<file path="src/rtl/core/frsr_pkg.sv">
// frsr_pkg: shared types, widths and codes for the flow remaining-size ranker
// used by frsr_cam, frsr_count_mem, frsr_update and the top level
`default_nettype none

package frsr_pkg;

  localparam int FLOWS_DEF    = 64;
  localparam int KEY_BITS_DEF = 32;
  localparam int IN_KEY_W     = 32;
  localparam int LEN_W        = 16;
  localparam int COUNT_W      = 32;

  localparam logic [COUNT_W-1:0] COUNT_MAX = {COUNT_W{1'b1}};

  localparam logic OP_LEARN = 1'b0;
  localparam logic OP_RANK  = 1'b1;

  typedef enum logic [1:0] {
    ST_OK      = 2'd0,
    ST_FULL    = 2'd1,
    ST_UNKNOWN = 2'd2,
    ST_EMPTY   = 2'd3
  } status_t;

  // lookup outcome carried from the table stage to the update stage
  typedef struct packed {
    logic valid;
    logic op;
    logic hit;
    logic insert;
  } lookup_t;

endpackage

`default_nettype wire

</file>
<file path="src/rtl/core/frsr_update.sv">
// frsr_update: count update and result selection for one item
// depends on frsr_pkg for codes, widths and the lookup struct
`default_nettype none

module frsr_update (
  input  wire frsr_pkg::lookup_t              ctl,
  input  wire logic [frsr_pkg::LEN_W-1:0]     len,
  input  wire logic [frsr_pkg::COUNT_W-1:0]   cur,
  output logic                                we,
  output logic      [frsr_pkg::COUNT_W-1:0]   new_count,
  output logic      [frsr_pkg::COUNT_W-1:0]   prio,
  output frsr_pkg::status_t                   status
);

  logic [frsr_pkg::COUNT_W:0]   sum;
  logic [frsr_pkg::COUNT_W-1:0] len_ext;

  assign len_ext = frsr_pkg::COUNT_W'(len);
  assign sum     = {1'b0, cur} + {1'b0, len_ext};

  always_comb begin
    we        = 1'b0;
    new_count = cur;
    prio      = '0;
    status    = frsr_pkg::ST_OK;
    if (ctl.op == frsr_pkg::OP_LEARN) begin
      if (ctl.hit) begin
        we        = ctl.valid;
        new_count = sum[frsr_pkg::COUNT_W] ? frsr_pkg::COUNT_MAX
                                            : sum[frsr_pkg::COUNT_W-1:0];
      end else if (ctl.insert) begin
        we        = ctl.valid;
        new_count = len_ext;
      end else begin
        status = frsr_pkg::ST_FULL;
      end
    end else begin
      if (!ctl.hit) begin
        status = frsr_pkg::ST_UNKNOWN;
      end else if (cur == '0) begin
        status = frsr_pkg::ST_EMPTY;
      end else begin
        we        = ctl.valid;
        prio      = cur;
        new_count = (cur > len_ext) ? (cur - len_ext) : '0;
      end
    end
  end

endmodule

`default_nettype wire

</file>
<file path="config.mk">
export PLATFORM = sky130hd
export DESIGN_NAME = frsr_update
export DESIGN_NICKNAME = d
export VERILOG_FILES = /design/src/rtl/core/frsr_pkg.sv /design/src/rtl/core/frsr_update.sv
export SDC_FILE = /design/constraint.sdc
export NUM_CORES = 1
export LEC_CHECK = 0
export BUFFER_PORTS_ARGS = -buffer_cell sky130_fd_sc_hd__buf_2
export CORE_ASPECT_RATIO = 1.25
export CORE_UTILIZATION = 32
export DETAILED_ROUTE_END_ITERATION = 6
export PLACE_DENSITY = 0.64
export SLEW_MARGIN = 20
export SYNTH_ARGS = -nofsm -noshare
export SYNTH_HDL_FRONTEND = slang
export SYNTH_SLANG_ARGS = --single-unit
</file>
<file path="constraint.sdc">
create_clock -name vclk -period 4.9
set_clock_uncertainty 0.1 [all_clocks]
set_input_delay 0.735 -clock vclk [all_inputs]
set_output_delay 0.735 -clock vclk [all_outputs]
set_load 0.01 [all_outputs]
</file>
==> results.cfg, run 1 <==
[status]
outcome = finished, final reports clean

[critical_path]
criticalPathCategory = in -> out
critPathCaptureType = output pin
crit_path_start_kind = primary input
crit_required_ns = 4.07
cp.arrival_ns = 3.76
crit_fanout = 10

[floorplan]
start_util = 0.3316
dieArea_sq_mm = 0.01266
ios = 119
die_h_microns = 125.5
die_x_microns = 100.8
core_area_sq_mm = 0.01178
fp-row-count = 44

[sta]
finalCriticalPeriod_ns = 4.594
maxSlewHeadroom = 0.4215
worst_pin_slew_ns = 0.8598
setup_violations = 0
hold_viol = 0
clock.fmax_mhz = 217.7
rsz0062_at_grt = false
drv_slew = 0
setup_tns_ns = 0
finalCritPeriodShare = 0.9375

[power_and_ir_drop]
power.share.combinational = 1.000
switchingPower_mw = 0.3138
power.density_mw_per_mm2 = 113.8
swShare = 0.5964
p_leak_nw = 2.089
power_mw = 0.5261
internal_power_mw = 0.2123
p_seq_frac = 0
peakVddDrop_mv = 0.06607
p_clk_frac = 0

[placement]
routabilityCongestion = 0.9662
dpl.hpwl_microns = 11290
portBuffers = 119

[routing]
wl_microns = 14640
vias_per_cell = 5.913
detail-route-antenna-nets = 0
detail_route.first_pass.iterations = 6
wl_per_cell_microns = 17.41
vias = 4973
drt_iter0_markers = 342
drc = 0

[cts]
hold_buffers = 0
cts_resized = 0
cts_setup_buffers = 0

[cells_and_area]
seq_cell_count = 0
multiInputGateArea_sq_mm = 0.003556
nNetsFinal = 768
clockBufferCount = 0
diodes = 0
final_common_cell = buf_2
mostFrequentLayoutCells = 119 x buf_2, 49 x nor2_1, 36 x a21oi_1, 35 x nand2_1, 35 x inv_1
seq_area_sq_um = 0
syn2layout_area_growth_pct = 18.35
num-fill-cells = 1335
drive_above_1_share = 0.2324

[synthesis]
synth.distinct_cells = 73
avgSynthCellArea_sq_um = 6.621
syn_inst = 590
yosysWarnings = 0
seq_area_frac_synth = 0
syn_area_sq_mm = 0.003906
synth_fp_nets = 676

[global_route]
grt_max_degree = 32
grt_pass1_wl_microns = 22670
track_usage = 0.2199
antenna_found_initial = 0
overflow = 0
grt_pass1_vias = 4472

[min_path]
hp-class = in -> out
hold_path_end = we
hp-start = ctl[3]
worstHoldPathCells = 3

[run]
drv_cap = 0
-- worst max-delay path by stage --
stage | start | end | slack [ns] | cells past startpoint
finish | cur[0] | new_count[8] | 0.31 | 12
global placement | cur[0] | new_count[8] | 0.39 | 12
detailed placement | cur[0] | new_count[8] | 0.33 | 12
global route | cur[0] | new_count[5] | 0.17 | 12
floorplan | len[2] | new_count[25] | 0.88 | 11
CTS | cur[0] | new_count[8] | 0.32 | 12
-- cells in the mapped netlist (5+ instances only) --
cell,n,area share
nand3_1,17,0.022
ha_1,32,0.10
inv_1,35,0.034
buf_2,10,0.013
a22oi_1,6,0.012
nand2b_1,6,0.0096
o21a_1,7,0.013
o211ai_1,11,0.021
nand4_1,10,0.016
nor2b_1,8,0.013
o21bai_1,6,0.012
a221o_1,11,0.028
a31oi_1,11,0.018
mux2_2,6,0.017
a21oi_1,36,0.046
clkbuf_1,27,0.026
nor4_1,19,0.030
xnor2_1,25,0.056
nor3_1,12,0.015
a21o_1,11,0.021
buf_1,6,0.0058
or3_1,5,0.0080
o21ai_1,8,0.010
mux2i_1,15,0.038
and3_1,10,0.016
xor2_1,11,0.025
o22ai_1,9,0.014
nor2_1,49,0.047
and2_1,34,0.054
o21ai_0,22,0.028
a221oi_1,14,0.031
nand2_1,35,0.034
-- per-layer routing --
metal  vias up  share of wire  global-route usage  routed length, microns
li1       2371              -                   -                       -
met1      2298           0.42              0.2808                    6205
met2       266           0.48              0.3932                    7015
met3        38          0.071             0.02068                    1043
met4         0          0.026             0.04945                     379
met5         -              0                   0                       0
-- stage by stage --
| stage | area [sq um] | setup WS, ns | utilization | hold slack (ns) | std cells |
|---|---|---|---|---|---|
| floorplan | 3906 | 0.8813 | - | 1.512 | 590 |
| global placement | 4623 | 0.3941 | 0.3924 | 1.734 | 841 |
| detailed placement | 4623 | 0.3304 | 0.3924 | 1.739 | 841 |
| CTS | 4623 | 0.3192 | 0.3924 | 1.739 | 841 |
| global route | 4623 | 0.1735 | 0.3924 | 1.754 | 841 |
| finish | 4623 | 0.3063 | 0.3924 | 1.737 | 841 |
-- power by group through the flow --
stage	sequential (mW)	clock, mW	combinational (mW)
finish	0	0	0.526
global route	0	0	0.571
CTS	0	0	0.520
detailed placement	0	0	0.518
global placement	0	0	0.516
floorplan	0	0	0.349
-- cells by family (layout without fill, tap and decap cells) --
family,Yosys count,after routing,synth area share
mux,21,21,0.05573
buf+inv,83,173,0.08969
xor+xnor,36,36,0.08072
compound gates,189,189,0.3456
simple gates,227,227,0.3155
fa+ha+maj,34,34,0.1127
-- worst max-delay path: stages --
cell      delay, ns
buf_2          0.13
ha_1           0.21
fa_1           0.42
nand2b_1       0.11
a221oi_1       0.12
a311o_1        0.36
o21ai_1        0.36
o41ai_4        0.11
a21oi_2        0.59
a221oi_1       0.19
a221o_1        0.28
buf_2          0.14
-- final cells by class --
cell class,instances,share of cell area
Inverter,36,0.02923
Timing Repair Buffer,137,0.1581
Multi-Input combinational cell,507,0.7691
Tap cell,161,0.04357
No activity file was read; power rests on OpenSTA's default activity.
==> inputs of run 2 (changes only) <==
==> constraint.sdc (replaced) <==
create_clock -name vclk -period 5.84
set_clock_uncertainty 0.1 [all_clocks]
set_input_delay 0.876 -clock vclk [all_inputs]
set_output_delay 0.876 -clock vclk [all_outputs]
set_load 0.01 [all_outputs]
==> run 2 against run 1 <==
Die area did not move. Utilization shrank 1.0 points. Non-clock buffer count fell by 16. Wire length fell by 0.55%. Critical path type unchanged.
==> results.cfg, run 2 (same netlist as run 1, synthesis figures left out) <==
[status]
outcome = finished, final reports clean

[sta]
setup_tns_ns = 0
worst_pin_slew_ns = 0.8320
clock.fmax_mhz = 197.7
finalCriticalPeriod_ns = 5.057
drv_slew = 0
finalCritPeriodShare = 0.8660
rsz0062_at_grt = false
setup_violations = 0
hold_viol = 0
maxSlewHeadroom = 0.4410

[global_route]
track_usage = 0.2192
grt_use_met1 = 0.2916
top_usage_layer = met2
grt_pass1_wl_microns = 22650
grt_pass1_vias = 4373
grt_max_degree = 32
antenna_found_initial = 0
overflow = 0
met2_usage = 0.3852
use_met3 = 0.01006

[critical_path]
crit_fanout = 10
path_cells = buf_2 -> inv_1 -> ha_1 -> nand2b_1 -> a221oi_1 -> a311o_1 -> o21ai_1 -> o41ai_4 -> a21oi_2 -> a221oi_1 -> a221o_1 -> buf_2
cp_top_family = compound AO/OA/AOI/OAI gates
crit_path_start = len[2]
critPathBufInv = 3
crit_cells = 12
cp.arrival_ns = 4.08
critPathCaptureType = output pin
criticalPathCategory = in -> out
critical-path-slowest-cell = o41ai_4
crit_required_ns = 4.86
crit_path_start_kind = primary input
max_stage_delay_ns = 0.57

[power_and_ir_drop]
p_leak_nw = 2.011
peakVddDrop_mv = 0.05910
power.density_mw_per_mm2 = 94.40
power_mw = 0.4251

[placement]
routabilityCongestion = 0.9837
portBuffers = 119
dpl.hpwl_microns = 11010

[floorplan]
die_h_microns = 125.5
core_area_sq_mm = 0.01178
ios = 119
dieArea_sq_mm = 0.01266
start_util = 0.3316
fp-row-count = 44
die_x_microns = 100.8

[cells_and_area]
num-fill-cells = 1335
seq_cell_count = 0
mostFrequentLayoutCells = 119 x buf_2, 49 x nor2_1, 36 x a21oi_1, 35 x nand2_1, 35 x inv_1
seq_area_sq_um = 0
drive_above_1_share = 0.2139
syn2layout_area_growth_pct = 15.28
diodes = 0
clockBufferCount = 0
nNetsFinal = 752
final_common_cell = buf_2
multiInputGateArea_sq_mm = 0.003556

[routing]
detail-route-antenna-nets = 0
wl_microns = 14560
drc = 0
detail_route.first_pass.iterations = 5
vias_per_cell = 5.933
vias = 4895
drt_iter0_markers = 271
wl_per_cell_microns = 17.65

[cts]
cts_resized = 0
hold_buffers = 0
cts_setup_buffers = 0

[min_path]
worstHoldPathCells = 3
hold_path_end = we
hp-start = ctl[3]
hp-class = in -> out

[run]
drv_cap = 0
## run 2: cell count changes in the layout (fill, tap and decap cells not counted)
cell   delta
buf_4    -16
## run 2: tightest hold or removal path: cells and delay by family
kind / cells / cell delay, ns
compound gates: 1 / 0.12
buf+inv: 2 / 0.24
## run 2: report_power, final
part           switching (mW)  internal [mW]  leakage [nW]
logic                   0.258          0.167          2.01
registers                   0              0             0
clock network               0              0             0
## run 2: through the flow
stage	instance area, sq um	setup slack [ns]	instances	util	hold WS (ns)
after floorplan	3906	1.539	590	-	1.794
after global placement	4503	0.9309	825	0.3822	2.019
after detailed placement	4503	0.8452	825	0.3822	2.023
after CTS	4503	0.8414	825	0.3822	2.025
after global routing	4503	0.4563	825	0.3822	2.029
final	4503	0.7825	825	0.3822	2.015
## run 2: worst max-delay path by stage
stage                    endpoint  slack, ns
finish               new_count[3]       0.78
detailed placement  new_count[14]       0.85
CTS                 new_count[14]       0.84
global route        new_count[10]       0.46
floorplan           new_count[25]       1.54
global placement    new_count[14]       0.93
## run 2: area by class of cell
class	instances	share of cell area
inverter	36	0.03001
multi-input combinational	507	0.7897
tap	161	0.04473
timing repair buffer	121	0.1356
## run 2: layer usage
metal  wire length (microns)  vias to the layer above
met5                       0                        -
met4                     296                        0
met3                    1029                       27
met2                    7054                      244
met1                    6184                     2270
li1                        -                     2354
==> inputs of run 3 (changes only) <==
--- a/config.mk
+++ b/config.mk
@@ -9,8 +9,8 @@
 export CORE_ASPECT_RATIO = 1.25
 export CORE_UTILIZATION = 32
 export DETAILED_ROUTE_END_ITERATION = 6
-export PLACE_DENSITY = 0.64
-export SLEW_MARGIN = 20
+export PLACE_DENSITY = 0.59
+export SLEW_MARGIN = 30
 export SYNTH_ARGS = -nofsm -noshare
 export SYNTH_HDL_FRONTEND = slang
 export SYNTH_SLANG_ARGS = --single-unit
==> constraint.sdc (replaced) <==
create_clock -name vclk -period 4.2
set_clock_uncertainty 0.1 [all_clocks]
set_input_delay 0.63 -clock vclk [all_inputs]
set_output_delay 0.63 -clock vclk [all_outputs]
set_load 0.01 [all_outputs]
==> run 3 against run 2 <==
Power up 57%. Global-route usage increased by 2.2 points. Largest power group unchanged. Final area grew 10%. Die area is the same. Via count grew 5.4%. Worst hold slack lost 0.50 ns. Critical path depth fell by 2.
==> results.cfg, run 3 (same netlist as run 1, synthesis figures left out) <==
[routing]
vias_per_cell = 5.857
detail_route.first_pass.iterations = 4
drt_iter0_markers = 320
vias = 5160
drc = 0
detail-route-antenna-nets = 0
wl_per_cell_microns = 17.98
wl_microns = 15840

[critical_path]
critPathCaptureType = output pin
crit_path_start_kind = primary input
crit_fanout = 7
crit_required_ns = 3.47
crit_path_start = cur[9]
criticalPathCategory = in -> out
cp.arrival_ns = 3.31

[floorplan]
fp-row-count = 44
die_h_microns = 125.5
ios = 119
die_x_microns = 100.8
start_util = 0.3316
dieArea_sq_mm = 0.01266
core_area_sq_mm = 0.01178

[power_and_ir_drop]
switchingPower_mw = 0.3841
power_mw = 0.6667
internal_power_mw = 0.2826
power.density_mw_per_mm2 = 134.3
p_leak_nw = 2.290
p_clk_frac = 0
peakVddDrop_mv = 0.05694
swShare = 0.5762
power.share.combinational = 1.000
p_seq_frac = 0

[sta]
clock.fmax_mhz = 247.5
maxSlewHeadroom = 0.4275
finalCritPeriodShare = 0.9619
worst_pin_slew_ns = 0.8522
setup_violations = 0
hold_viol = 0
drv_slew = 0
finalCriticalPeriod_ns = 4.040

[global_route]
grt_pass1_vias = 4900
track_usage = 0.2409
overflow = 0
grt_pass1_wl_microns = 24810
grt_max_degree = 31
antenna_found_initial = 0

[cells_and_area]
final_core_util = 0.4214
syn2layout_area_growth_pct = 27.10
multiInputGateArea_sq_mm = 0.003597
final_common_cell = buf_2
nNetsFinal = 808
seq_area_sq_um = 0
drive_above_1_share = 0.2875
diodes = 0
seq_cell_count = 0
clockBufferCount = 0
mostFrequentLayoutCells = 119 x buf_2, 58 x buf_4, 48 x nor2_1, 35 x nand2_1, 35 x inv_1
num-fill-cells = 1311

[placement]
portBuffers = 119
routabilityCongestion = 0.9453
dpl.hpwl_microns = 12520

[cts]
hold_buffers = 0

[run]
drv_cap = 0

[min_path]
hp-class = in -> out
hp-start = ctl[3]

[status]
outcome = finished, final reports clean
run 3: cell count changes in the layout (fill, tap and decap cells not counted), sizes merged:
cell,delta
buf,+56
run 3: per-stage QoR:
stage | TNS (ns) | std cells | area (sq um) | worst slack [ns] | hold slack, ns
floorplan | 0 | 590 | 3906 | 0.3913 | 1.302
global placement | 0 | 876 | 4886 | 0.03001 | 1.521
detailed placement | -0.1044 | 876 | 4886 | -0.04199 | 1.519
CTS | 0 | 879 | 4915 | 0.03422 | 1.519
global route | -0.04184 | 881 | 4965 | -0.02340 | 1.523
finish | 0 | 881 | 4965 | 0.1602 | 1.513
run 3: final timing paths:
kind	depth (start not counted)	to	slack, ns
worst min-delay path	3	we	1.51
worst max-delay path	10	new_count[31]	0.16
run 3: worst max-delay path: stages:
cell and delay [ns]:
buf_2 0.14, nor4_1 0.52, nand4_1 0.26, or4_1 0.71, and2_4 0.25, o2111a_1 0.16, o21bai_2 0.18, a221oi_1 0.11
o32ai_1 0.17, buf_2 0.19
run 3: power by group through the flow:
stage          Combinational, mW  Sequential [mW]  Clock, mW
2_1_floorplan              0.407                0          0
3_3_place_gp               0.636                0          0
3_5_place_dp               0.643                0          0
4_1_cts                    0.652                0          0
5_1_grt                    0.725                0          0
6_report                   0.667                0          0
run 3: area by class of cell:
cell class         instances  share of cell area
inverters                 36             0.02722
multi-input cells        507              0.7245
well taps                161             0.04057
repair buffers           177              0.2077
run 3: what timing repair did:
item                       4_1_cts  5_1_grt
setup endpoints to repair        4       26
buffers inserted                 3        2
pin swaps                        1        2
resized for setup                1       10
cloned                           0        0
run 3: routing by layer:
layer	part of all wire	global-route usage	wire (microns)	vias up
met1	0.40	0.3014	6384	2384
met2	0.49	0.4259	7715	273
met3	0.070	0.01565	1111	44
met5	0	0	0	-
li1	-	-	-	2459
met4	0.040	0.09122	628	0
